`config.mk`:
```
export PLATFORM = sky130hd
export DESIGN_NAME = ilid_cell
export DESIGN_NICKNAME = d
export VERILOG_FILES = /design/src/indexed_list_insert_delete_top_defines.svh /design/src/ilid_pkg.sv /design/src/ilid_cell.sv
export SDC_FILE = /design/constraint.sdc
export NUM_CORES = 1
export LEC_CHECK = 0
export BUFFER_PORTS_ARGS = -buffer_cell sky130_fd_sc_hd__buf_2
export CAP_MARGIN = 20
export CORE_UTILIZATION = 35
export DETAILED_ROUTE_END_ITERATION = 6
export PLACE_DENSITY = 0.86
export REMOVE_ABC_BUFFERS = 1
export SKIP_CTS_REPAIR_TIMING = 1
export SLEW_MARGIN = 20
export SYNTH_ARGS = -nofsm -noshare
export SYNTH_HDL_FRONTEND = slang
export SYNTH_SLANG_ARGS = --single-unit
```
`constraint.sdc`:
```
create_clock -name clock -period 4.6 [get_ports clock]
set_input_delay 0.92 -clock clock [delete_from_list [all_inputs] [get_ports clock]]
set_output_delay 0.92 -clock clock [all_outputs]
set_load 0.02 [all_outputs]
```
`src/indexed_list_insert_delete_top_defines.svh`:
```
// Assertion macros shared by the RTL. Empty in synthesis builds.
`ifndef INDEXED_LIST_INSERT_DELETE_TOP_DEFINES_SVH
`define INDEXED_LIST_INSERT_DELETE_TOP_DEFINES_SVH

`ifndef SYNTH
// Checked on every rising edge outside reset
`define ILID_ASSERT(lbl, prop) \
   lbl: assert property (@(posedge clock) disable iff (reset) prop) \
      else $error("assertion failed");
// Checked on every rising edge, reset included
`define ILID_ASSERT_ALWAYS(lbl, prop) \
   lbl: assert property (@(posedge clock) prop) \
      else $error("assertion failed");
`else
`define ILID_ASSERT(lbl, prop)
`define ILID_ASSERT_ALWAYS(lbl, prop)
`endif

`endif

```
`src/ilid_pkg.sv`:
```
package ilid_pkg;

   // List depth and derived widths
   localparam int CAPACITY = 64;
   localparam int FUNC_W   = 2;
   localparam int POS_W    = 7;
   localparam int DATA_W   = 32;
   localparam int STAT_W   = 2;
   localparam int OCNT_W   = 7;
   localparam int IDX_W    = (CAPACITY > 1) ? $clog2(CAPACITY) : 1;
   localparam int CNT_W    = $clog2(CAPACITY + 1);
   localparam int CMP_W    = (CNT_W > POS_W) ? CNT_W : POS_W;

   typedef enum logic [FUNC_W-1:0] {
      OP_READ   = 2'd0,
      OP_INSERT = 2'd1,
      OP_DELETE = 2'd2
   } op_type;

   typedef enum logic [STAT_W-1:0] {
      ST_DONE  = 2'd0,
      ST_RANGE = 2'd1,
      ST_FULL  = 2'd2
   } status_type;

   // Command broadcast to every cell of the chain
   typedef struct packed {
      logic             shift_up;    // insert: open a gap at pos
      logic             shift_down;  // delete: close the gap at pos
      logic [CMP_W-1:0] pos;
   } cmd_type;

endpackage

```
`src/ilid_cell.sv`:
```
module ilid_cell
   import ilid_pkg::*;
(
   input  logic                     clock,
   input  cmd_type                  cmd,
   input  logic [IDX_W-1:0]         cell_idx,
   input  logic signed [DATA_W-1:0] left_value,
   input  logic signed [DATA_W-1:0] right_value,
   input  logic signed [DATA_W-1:0] ins_value,
   output logic signed [DATA_W-1:0] value_ff,
   output logic signed [DATA_W-1:0] read_word
);

   logic [CMP_W-1:0]         idx_ext;
   logic                     at_pos;
   logic                     above_pos;
   logic signed [DATA_W-1:0] value_in;

   assign idx_ext   = CMP_W'(cell_idx);
   assign at_pos    = (idx_ext == cmd.pos);
   assign above_pos = (idx_ext > cmd.pos);

   // Local shift: take from the left on insert, from the right on delete
   always_comb begin
      value_in = value_ff;
      if (cmd.shift_up) begin
         if (at_pos) begin
            value_in = ins_value;
         end else if (above_pos) begin
            value_in = left_value;
         end
      end else if (cmd.shift_down) begin
         if (at_pos || above_pos) begin
            value_in = right_value;
         end
      end
   end

   always_ff @(posedge clock) begin
      value_ff <= value_in;
   end

   // Contribution to the read bus: only the addressed cell drives
   assign read_word = at_pos ? value_ff : '0;

endmodule

```
# Word-level counts from Yosys, hierarchy flattened

Cells that the tools add are included.
W data, S select, Z words.

Register bits: 32
Bits of input ports: 112
Output and inout bits: 64
Logic and storage cells: 14

$lt $le $gt $ge: 1
Equal/unequal tests: 2
Multiplexer cells: 6
Reductions and logical operators: 4

Operators by type and width:

| cell                 | count |
|---|---|
| $mux W32             | 6 |
| $eq A6 B7 Y1         | 1 |
| $gt A6 B7 Y1         | 1 |
| $reduce_bool A2 Y1   | 2 |
| $ne A3 B1 Y1 const B | 1 |
| $reduce_and A3 Y1    | 1 |
| $logic_or A1 B1 Y1   | 1 |

# Depth between registers and ports, before layout

Word-level depth: 5
Gate-level depth with buffers: 7
Depth with buffers taken out: 5

# Worst setup path after synthesis

OpenSTA, ideal clock, no wires.

Path type: in2reg
Start point: in cmd[5] (netlist bit)
End point: reg value_ff[0], enable pin
Setup time: 0.472 ns
Data arrival time: 4.164 ns
Required time: 4.128 ns
Setup slack: -0.035 ns
Cell stages on the path: 6
Buffers on the path: 1
Cells stage by stage: inv_1 > ha_1 > and4b_1 > buf_4 > o21ai_0 > o32ai_1

Word-level cells in the longest chain between the ends: 4
Elaborated cells between the ends (all ways): 6
Those cells by class: order compare: 1; eq/ne: 2; reduce/logical: 3

Ends and longest elaborated chain:

| item                                         | RTL line                         | RTL |
|---|---|---|
| start: declaration                           | ilid_cell.sv:5                   | `input cmd_type cmd,` |
| $gt A6 B7 Y1 or $eq A6 B7 Y1 (tied branches) | ilid_cell.sv:21, ilid_cell.sv:20 |  |
| $logic_or A1 B1 Y1                           | ilid_cell.sv:33                  | `if (at_pos \|\| above_pos) begin` |
| $reduce_bool A2 Y1 (no source line)          | -                                |  |
| $reduce_and A3 Y1 (no source line) *         | -                                |  |
| end signal: assignment                       | ilid_cell.sv:40                  | `value_ff <= value_in;` |
| end: declaration                             | ilid_cell.sv:10                  | `output logic signed [DATA_W-1:0] value_ff,` |

Every way passes the cells marked *; elsewhere a longest branch is shown, timed or not.
A chain may end at the register's enable or synchronous reset.

# Worst setup path in the final report

Start point: in cmd[4] (netlist bit)
End point: out read_word[2]

Word-level cells in the longest chain between the ends: 2

Ends and longest elaborated chain:

| item             | RTL line        | RTL |
|---|---|---|
| $eq A6 B7 Y1     | ilid_cell.sv:20 | `assign at_pos = (idx_ext == cmd.pos);` |
| $mux W32         | ilid_cell.sv:44 | `assign read_word = at_pos ? value_ff : '0;` |
| end: declaration | ilid_cell.sv:11 | `output logic signed [DATA_W-1:0] read_word` |

Every way passes these cells.

==> impl_metrics.ini <==
[sta]
hold_viol_final = 0
grt_setup_unrepaired = no
post-route-min-period_ns = 3.64
tightest_slew_ns = 0.997
holdWs_ns = 0.976
fmax_ghz = 0.275
maxSlewViolCount = 0
relSlewSlack = 0.335
setup_viol = 0
fin_crit_sh = 0.791
timing.final.ws_setup_ns = 0.963

[route]
drtAntennaViolNets = 0
drt_first_pass_iters = 7
via_per_inst = 5.27
drc = 0
wl_per_cell_um = 13.5
drt_iter0_markers = 146
routed_wl_um = 6440
num_vias = 2507

[min_path]
hold_path.class = in -> reg
min-delay-start = right_value[3]

[synthesis]
syn_inst = 243
synthFlopType = edfxtp_1
syn_area_um2 = 2120
yosysTopAreaCell = edfxtp_1
synth-simple-area-share = 0.249
yosys_warnings = 0
synth_seq_cells = 32
synth_top_area_share = 0.454
syn_avg_cell_area_um2 = 8.71
synth.area.mux_share = 0
synth_top_family_by_area = simple AND/OR/NAND/NOR gates
synth_top_cells_by_area = edfxtp_1 45%, and3_1 9.8%, a31oi_1 9.5%
synthTopCellsByCount = 33 x and3_1, 33 x nand3_1, 33 x nor2_1, 33 x o21ai_0
synth_fa_ha_area_frac = 0.0355
synth-compound-area-share = 0.186
synthXorXnorAreaFrac = 0
synth.distinct_cells = 21
seq_area_frac_synth = 0.454
async_flop_share = 0
synth-edff-count = 32

[floorplan]
die_w_um = 79.8
core_um2 = 5680
start_util = 0.373
dieArea_um2 = 6360
rows = 27
ios = 176
die_height_um = 79.8

[cells_and_area]
layout-drive-gt1-share = 0.475
n_antenna_cell = 0
finish.instance_area_um2 = 3120
top_regs = value_ff (32)
final_nets = 521
regMostFlops = value_ff
area_growth_pct = 47.2
largest_reg_flops = 32

[critical_path]
critical_path.max_fanout = 61
crit_start = cmd[4]
required_ns = 3.68
slowest_delay_ns = 0.90
critPathBufInv = 3
path_cells = buf_2 > inv_1 > ha_1 > and4b_2 > and3_1 > buf_2
endpoint = read_word[2]
slowest_stage = and4b_2
end_kind = primary output
path_delay_family = simple AND/OR/NAND/NOR gates
crit_top_cell = buf_2
critPathLaunchType = input pin
cp.arrival_ns = 2.72
critPathKind = in -> out
cp.depth = 6

[placed_design]
preCtsSetupSlack_ns = 0.945
io_buffers = 175
placed_area_um2 = 3000
dp_hpwl_um = 4500
place_congestion = 0.775

[run]
cap_viol_max_count = 0

[power_and_ir_drop]
swShare = 0.283
powerDensity_nw_per_um2 = 267
p_leak_nw = 1.58
cellInternalPower_mw = 0.596
power_mw = 0.832
comb_power_share = 0.244
power.share.clock = 0.313
peakVddDrop_uv = 166
seqPwrFrac = 0.444
p_sw_mw = 0.236

[clock_tree]
cts-root-buf = clkbuf_8
cts_tree = yes
h-tree-depth = 2
cts_max_path_buffers = 2
numCtsBuffers = 5
clk_pin_slew_ns = 0.07
cts_num_sinks = 32

[global_routing]
globalRouteMet1Util = 0.213
grt_busiest_layer = met2
grt_overflow_total = 0
grt_pass1_vias = 2068
grtUsageMet3 = 0.0491
track_usage = 0.190
grt_use_met2 = 0.344
grt_max_degree = 65
antenna_found_initial = 1
grt_pass1_wl_um = 9270

[run_status]
status = finished, final reports clean
-- layout by cell type, fill, tap and decap left out, types with 5 or more instances in the layout --
cell,n
buf_2,175
o21ai_0,33
nor2_1,33
nand3_1,32
a31oi_1,32
and3_1,32
edfxtp_1,32
inv_1,6
ha_1,6
clkbuf_8,5
buf_4,5
-- kinds of logic after synthesis --
group | Yosys count
simple gates | 103
compound gates | 69
buf+inv | 33
flops | 32
fa+ha+maj | 6
-- routing by layer --
layer	part of all wire	wire length, um
met2	0.52	3330
met1	0.39	2490
met3	0.075	480
met4	0.019	121
met5	0.0017	11
-- tightest hold or removal path, delay by kind of cell --
kind / cells / cell delay (ns)
AND/OR/NAND/NOR: 1 / 0.03
AO/OA/AOI/OAI: 1 / 0.12
buffers and inverters: 1 / 0.07
-- worst min path at each step --
stage,to,cells after the start
floorplan,value_ff[0],1
global placement,value_ff[18],3
detailed placement,value_ff[3],3
CTS,value_ff[3],3
global route,value_ff[4],3
finish,value_ff[3],3
-- power groups by stage --
stage,sequential (mW),clock [mW],combinational (mW)
6_report,0.369,0.260,0.203
3_3_place_gp,0.374,0,0.197
4_1_cts,0.369,0.268,0.202
5_1_grt,0.372,0.278,0.222
3_5_place_dp,0.375,0,0.202
2_1_floorplan,0.410,0,0.0619
-- through the flow --
step	util	cells	TNS, ns
floorplan	-	216	-28.91
global placement	0.529	468	0
detailed placement	0.529	468	0
CTS	0.548	476	0
global route	0.549	476	0
finish	0.549	476	0
-- cell type report --
type / instances / area (um2)
clock inverters: 2 / 35.0
fillers: 529 / 2560
repair buffers: 180 / 913
multi-input cells: 178 / 1020
clock buffers: 6 / 72.6
inverters: 6 / 22.5
well taps: 72 / 90.1
flip-flops and latches: 32 / 961
(Power assumes the default switching activity.)
