[config.mk]
export PLATFORM = sky130hd
export DESIGN_NAME = ilid_ctrl
export DESIGN_NICKNAME = d
export VERILOG_FILES = /design/src/ilid_pkg.sv /design/src/ilid_ctrl.sv
export VERILOG_INCLUDE_DIRS = /design/src /design/src/src
export SDC_FILE = /design/constraint.sdc
export NUM_CORES = 1
export LEC_CHECK = 0
export ABC_AREA = 1
export BUFFER_PORTS_ARGS = -buffer_cell sky130_fd_sc_hd__buf_2
export CAP_MARGIN = 20
export CORE_UTILIZATION = 52
export CTS_CLUSTER_DIAMETER = 120
export CTS_CLUSTER_SIZE = 14
export DETAILED_ROUTE_END_ITERATION = 8
export GPL_TIMING_DRIVEN = 0
export HOLD_SLACK_MARGIN = 0.15
export MAX_ROUTING_LAYER = met4
export PLACE_DENSITY = 0.9
export SETUP_SLACK_MARGIN = 0.2
export SYNTH_ARGS = -nofsm -noshare
export SYNTH_HDL_FRONTEND = slang
export SYNTH_SLANG_ARGS = --single-unit
[constraint.sdc]
create_clock -name clock -period 7.6 [get_ports clock]
set_clock_uncertainty 0.2 [all_clocks]
set_input_delay 2.28 -clock clock [delete_from_list [all_inputs] [get_ports clock]]
set_output_delay 2.28 -clock clock [all_outputs]
set_load 0.05 [all_outputs]
[src/indexed_list_insert_delete_top_defines.svh]
// Assertion macros shared by the RTL. Empty in synthesis builds.
`ifndef INDEXED_LIST_INSERT_DELETE_TOP_DEFINES_SVH
`define INDEXED_LIST_INSERT_DELETE_TOP_DEFINES_SVH

`ifndef SYNTH
// Checked on every rising edge outside reset
`define ILID_ASSERT(lbl, prop) \
   lbl: assert property (@(posedge clock) disable iff (reset) prop) \
      else $error("assertion failed");
// Checked on every rising edge, reset included
`define ILID_ASSERT_ALWAYS(lbl, prop) \
   lbl: assert property (@(posedge clock) prop) \
      else $error("assertion failed");
`else
`define ILID_ASSERT(lbl, prop)
`define ILID_ASSERT_ALWAYS(lbl, prop)
`endif

`endif

[src/ilid_pkg.sv]
package ilid_pkg;

   // List depth and derived widths
   localparam int CAPACITY = 64;
   localparam int FUNC_W   = 2;
   localparam int POS_W    = 7;
   localparam int DATA_W   = 32;
   localparam int STAT_W   = 2;
   localparam int OCNT_W   = 7;
   localparam int IDX_W    = (CAPACITY > 1) ? $clog2(CAPACITY) : 1;
   localparam int CNT_W    = $clog2(CAPACITY + 1);
   localparam int CMP_W    = (CNT_W > POS_W) ? CNT_W : POS_W;

   typedef enum logic [FUNC_W-1:0] {
      OP_READ   = 2'd0,
      OP_INSERT = 2'd1,
      OP_DELETE = 2'd2
   } op_type;

   typedef enum logic [STAT_W-1:0] {
      ST_DONE  = 2'd0,
      ST_RANGE = 2'd1,
      ST_FULL  = 2'd2
   } status_type;

   // Command broadcast to every cell of the chain
   typedef struct packed {
      logic             shift_up;    // insert: open a gap at pos
      logic             shift_down;  // delete: close the gap at pos
      logic [CMP_W-1:0] pos;
   } cmd_type;

endpackage

[src/ilid_ctrl.sv]
`include "indexed_list_insert_delete_top_defines.svh"

module ilid_ctrl
   import ilid_pkg::*;
(
   input  logic                     clock,
   input  logic                     reset,
   input  logic                     req_valid,
   output logic                     req_stall,
   input  logic [FUNC_W-1:0]        req_func,
   input  logic [POS_W-1:0]         req_position,
   input  logic signed [DATA_W-1:0] read_word,
   output cmd_type                  cmd,
   output logic                     rsp_valid,
   input  logic                     rsp_stall,
   output logic signed [DATA_W-1:0] rsp_read_value,
   output logic [STAT_W-1:0]        rsp_status,
   output logic [OCNT_W-1:0]        rsp_count
);

   logic                     rsp_valid_ff, rsp_valid_in;
   logic signed [DATA_W-1:0] rsp_read_value_ff, rsp_read_value_in;
   logic [STAT_W-1:0]        rsp_status_ff, rsp_status_in;
   logic [OCNT_W-1:0]        rsp_count_ff, rsp_count_in;
   logic [CNT_W-1:0]         count_ff, count_in;
   logic                     accept;
   logic [CMP_W-1:0]         pos_ext;
   logic [CMP_W-1:0]         cnt_ext;
   status_type               status;
   logic signed [DATA_W-1:0] rdata;
   logic                     do_up;
   logic                     do_down;

   // A new beat is taken whenever the result register is free or drains
   assign req_stall = rsp_valid_ff && rsp_stall;
   assign accept    = req_valid && !req_stall;

   assign pos_ext = CMP_W'(req_position);
   assign cnt_ext = CMP_W'(count_ff);

   // Decode the operation against the current fill
   always_comb begin
      status  = ST_RANGE;
      rdata   = '0;
      do_up   = 1'b0;
      do_down = 1'b0;
      unique case (op_type'(req_func))
         OP_READ: begin
            if (pos_ext < cnt_ext) begin
               status = ST_DONE;
               rdata  = read_word;
            end
         end
         OP_INSERT: begin
            if (pos_ext > cnt_ext) begin
               status = ST_RANGE;
            end else if (count_ff == CNT_W'(CAPACITY)) begin
               status = ST_FULL;
            end else begin
               status = ST_DONE;
               do_up  = 1'b1;
            end
         end
         OP_DELETE: begin
            if (pos_ext < cnt_ext) begin
               status  = ST_DONE;
               do_down = 1'b1;
            end
         end
         default: begin
            status = ST_RANGE;
         end
      endcase
   end

   // Broadcast to the cells, gated by the handshake
   assign cmd.shift_up   = accept && do_up;
   assign cmd.shift_down = accept && do_down;
   assign cmd.pos        = pos_ext;

   // Fill count and result register
   always_comb begin
      count_in          = count_ff;
      rsp_valid_in      = rsp_valid_ff && rsp_stall;
      rsp_read_value_in = rsp_read_value_ff;
      rsp_status_in     = rsp_status_ff;
      rsp_count_in      = rsp_count_ff;
      if (cmd.shift_up) begin
         count_in = count_ff + CNT_W'(1);
      end else if (cmd.shift_down) begin
         count_in = count_ff - CNT_W'(1);
      end
      if (accept) begin
         rsp_valid_in      = 1'b1;
         rsp_read_value_in = rdata;
         rsp_status_in     = status;
         rsp_count_in      = OCNT_W'(count_in);
      end
   end

   always_ff @(posedge clock) begin
      if (reset) begin
         rsp_valid_ff <= 1'b0;
         count_ff     <= '0;
      end else begin
         rsp_valid_ff <= rsp_valid_in;
         count_ff     <= count_in;
      end
   end

   always_ff @(posedge clock) begin
      rsp_read_value_ff <= rsp_read_value_in;
      rsp_status_ff     <= rsp_status_in;
      rsp_count_ff      <= rsp_count_in;
   end

   assign rsp_valid      = rsp_valid_ff;
   assign rsp_read_value = rsp_read_value_ff;
   assign rsp_status     = rsp_status_ff;
   assign rsp_count      = rsp_count_ff;

   // Checks
   `ILID_ASSERT(a_count_bound, count_ff <= CNT_W'(CAPACITY))
   `ILID_ASSERT_ALWAYS(a_shift_excl, !(cmd.shift_up && cmd.shift_down))
   `ILID_ASSERT(a_insert_grows, cmd.shift_up |=> count_ff == $past(count_ff) + CNT_W'(1))
   `ILID_ASSERT(a_full_at_cap,
      (accept && status == ST_FULL) |=> rsp_status_ff == ST_FULL && count_ff == CNT_W'(CAPACITY))

endmodule

After elaboration in Yosys (flattened, before gate mapping)
Cells that the tools add are included.

word-level totals
  register bits = 49
  latch bits = 0
  RAM bits = 0
  ROM bits = 0
  bits of input ports = 45
  output and inout bits = 52
  memories = 0

cells by class
  add/subtract/negate cells = 2
  multipliers = 0
  divide/modulo/power cells = 0
  order comparisons = 2
  equal/unequal tests = 3
  shift-type cells = 0
  multiplexer cells = 12
  bitwise operators = 0
  reduce and logical (&&, ||, !) cells = 8

operator list
  kind                                                                    count
  7-bit 2-to-1 mux                                                        2
  7-bit by 1-bit adder with 7-bit output (second input constant)          1
  7-bit equality test (second input constant)                             1
  7-bit > comparator                                                      1
  7-bit < comparator                                                      1
  1-bit 2-to-1 mux                                                        7
  7-bit by 1-bit subtractor with 7-bit output (second input constant)     1
  1-bit logical AND                                                       4
  2-bit 2-to-1 mux                                                        2
  2-bit case mux with 2 select lines                                      1
  2-bit by 1-bit equality test with 1-bit output (second input constant)  1
  2-bit equality test (second input constant)                             1
  2-bit logical NOT                                                       1
  2-bit AND reduction                                                     1
  2-bit OR reduction                                                      1
  1-bit logical NOT                                                       1

Depth between registers and ports, before layout
  depth in word-level cells = 6
  depth in mapped cells = 13

Least setup slack after synthesis
OpenSTA, ideal clock, no wires.

  path type = input -> output
  start point = input port rsp_stall
  end point = output port cmd[7] in the netlist's numbering
  arrival time = 3.503 ns
  setup slack = 1.617 ns
  stages = 5
  buffers on the path = 0
  path through = nand2_2 inv_2 nor2_8 nand4_2 inv_2

RTL lines
  item             RTL line         text
  start, declared  ilid_ctrl.sv:15  input logic rsp_stall,
  end, declared    ilid_ctrl.sv:13  output cmd_type cmd,

==> results.py <==
metrics = {
    "outcome": {
        "status": "finished, violations left",
        "violations": "DRC",
    },
    "sta": {
        "period_needed_ns": 6.386,
        "worstMarginPinSlew_ns": 0.7484,
        "rsz0062_at_grt": "false",
        "fin_ws_ns": 1.214,
        "fin_crit_sh": 0.8403,
        "maxSlewViolCount": 0,
        "max_freq_ghz": 0.1566,
        "hold_viol_final": 0,
        "setup-violations-final": 0,
        "maxSlewHeadroom": 0.5010,
        "finalSetupTns_ns": 0,
    },
    "yosys": {
        "ys_types": 26,
        "syn_avg_cell_area_sq_um": 9.589,
        "synthCells": 256,
        "ys_ff_latch": 49,
        "syn_area_sq_um": 2455,
        "syn_nets": 310,
        "ys_warn_count": 0,
        "synth-seq-area-share": 0.5668,
    },
    "critical_path": {
        "slowest_delay_ns": 0.56,
        "r2r_end": "rsp_count[3]",
        "cp.buffers_inverters": 5,
        "r2r_cells": 10,
        "arrival_ns": 3.91,
        "crit_path_end_kind": "output pin",
        "crit_end": "cmd[8]",
        "crit_required_ns": 5.12,
        "crit_start": "rsp_stall",
        "crit_family": "simple AND/OR/NAND/NOR gates",
        "cp_cell_sequence": "buf_2, nand2_2, inv_2, nor2_8, inv_2, nor2_2, nand3_4, inv_4, buf_2",
        "reg2reg_from": "cnt_ext[3]",
        "cp_max_fo": 46,
        "cp-start-kind": "primary input",
        "cp_slowest_cell": "nor2_8",
        "r2r_setup_slack_ns": 5.28,
        "worstSetupPathType": "in -> out",
        "worstSetupPathDepth": 9,
    },
    "routing": {
        "via_count": 1991,
        "route.detailed.drc": 24,
        "drt_iter0_markers": 124,
        "wire_per_inst_um": 12.23,
        "routed_via_density": 4.844,
        "postRouteAntennaNets": 0,
        "first_pass_iters": 6,
        "drt_wl_total_mm": 5.025,
    },
    "clock_network": {
        "clockBufferDepth": 2,
        "cts_resized": 0,
        "hold_buffers": 0,
        "cts-root-buf": "clkbuf_8",
        "clk_latency_ns": 0.29,
        "cts_sinks": 49,
        "numCtsBuffers": 5,
        "clk_pin_slew_ns": 0.09,
        "cts_max_level": 2,
        "postCtsSetupRepairBufs": 0,
        "cts_tree": "done",
    },
    "grt": {
        "grt_antenna_before_repair": 0,
        "track_usage": 0.2131,
        "grt_overflow_total": 0,
        "grt_max_degree": 47,
        "grt_pass1_wl_mm": 8.121,
        "grt_pass1_vias": 1935,
    },
    "placement": {
        "routabilityCongestion": 0.8654,
        "pre_cts_slack_ns": 1.210,
        "hpwl_mm": 3.771,
        "port_buffers": 95,
    },
    "floorplanning": {
        "start_util": 0.5524,
        "die_w_um": 70.71,
        "num_rows": 24,
        "die_area_sq_um": 5000,
        "coreArea_sq_um": 4444,
        "fp.dieH_um": 70.71,
        "ios": 97,
    },
    "run": {
        "maxCapViolations": 0,
    },
    "worst_hold_path": {
        "hold_class": "reg -> reg",
    },
    "pwr": {
        "vdd_drop_max_mv": 0.1245,
        "p_per_area_nw_per_um2": 195.7,
        "p_leak_nw": 1.623,
    },
    "cells_and_area": {
        "final_layout_size_suffix_gt1_frac": 0.3705,
        "syn2layout_area_growth_pct": 25.54,
        "nets": 412,
        "diodes": 0,
    },
}
## how the worst min path moves through the flow
stage               startpoint    endpoint  slack (ns)  cells after the start
floorplan           cnt_ext[0]  cnt_ext[0]        0.33                      2
global placement     rsp_valid   rsp_valid        0.27                      2
detailed placement   rsp_valid   rsp_valid        0.29                      2
CTS                  rsp_valid   rsp_valid        0.30                      2
global route         rsp_valid   rsp_valid        0.33                      2
finish               rsp_valid   rsp_valid        0.30                      2
## tightest hold or removal path: cells and delay by family, from the launching register on
kind / cells / cell delay [ns]
AOI/OAI and AO/OA: 1 / 0.05
DFF: 1 / 0.33
and+or+nand+nor: 1 / 0.08
## final cells by class
type	instances	area, sq um
Tap cell	52	65.06
Timing Repair Buffer	95	475.5
Fill cell	347	1363
Sequential cell	49	1391
Clock inverter	2	13.76
Inverter	56	215.2
Multi-Input combinational cell	139	765.7
Clock buffer	6	72.57
Buffer	12	82.58
## layout by cell type (no fill, tap or decap), drive strengths merged
cell type  count
or2            1
nor3           1
nand4          8
edfxtp        41
nand3         13
ha             9
buf          106
clkinv         2
xnor2          1
nand2         44
clkbuf         7
a21oi         10
nor2          45
dfxtp          8
xor2           7
inv           56
## flip-flops by register name, indices dropped and copies added, names as in the netlist
register        count
rsp_read_value     32
cnt_ext             7
rsp_count           7
rsp_status          2
rsp_valid           1
## cells in the mapped netlist
cell / instances / area share
a21oi_1: 9 / 0.018
a21oi_4: 1 / 0.0066
buf_2: 3 / 0.0061
buf_4: 7 / 0.021
buf_6: 1 / 0.0046
clkbuf_1: 1 / 0.0015
clkinv_1: 1 / 0.0015
dfxtp_1: 8 / 0.065
edfxtp_1: 41 / 0.50
ha_1: 9 / 0.046
inv_1: 48 / 0.073
inv_2: 5 / 0.0076
inv_4: 2 / 0.0051
nand2_1: 40 / 0.061
nand2_2: 4 / 0.010
nand3_1: 12 / 0.024
nand3_4: 1 / 0.0071
nand4_1: 6 / 0.015
nand4_2: 2 / 0.010
nor2_1: 40 / 0.061
nor2_2: 4 / 0.010
nor2_8: 1 / 0.0082
nor3_1: 1 / 0.0020
or2_1: 1 / 0.0026
xnor2_1: 1 / 0.0036
xor2_1: 7 / 0.025
## kinds of logic (layout without fill, tap and decap cells)
family	after synthesis	after routing	synth area share
buffers and inverters	68	171	0.1213
AO/OA/AOI/OAI	10	10	0.02498
flip-flops	49	49	0.5668
adder cells (fa/ha/maj)	9	9	0.04587
XOR/XNOR	8	8	0.02854
AND/OR/NAND/NOR	112	112	0.2125
## power by group
part           internal, mW  switching, mW
Combinational        0.0375          0.104
Sequential            0.308        0.00458
Clock                0.0657         0.0837
## metrics by stage
stage | hold WS, ns | utilization | power [mW] | instances | area (sq um)
after global placement | 0.2741 | 0.6740 | 0.4550 | 403 | 2995
final | 0.3016 | 0.6934 | 0.6032 | 411 | 3082
after detailed placement | 0.2885 | 0.6740 | 0.4596 | 403 | 2995
after floorplan | 0.3326 | - | 0.4231 | 256 | 2455
after CTS | 0.3043 | 0.6934 | 0.6059 | 411 | 3082
after global routing | 0.3280 | 0.6934 | 0.6277 | 411 | 3082
## per-layer routing
layer,routed length (um),up-vias,GRT usage
li1,-,1003,-
met1,1963,879,0.2395
met2,2544,98,0.3782
met3,442,11,0.04131
met4,74,0,0.07556
met5,0,-,-
(Power assumes the default switching activity.)
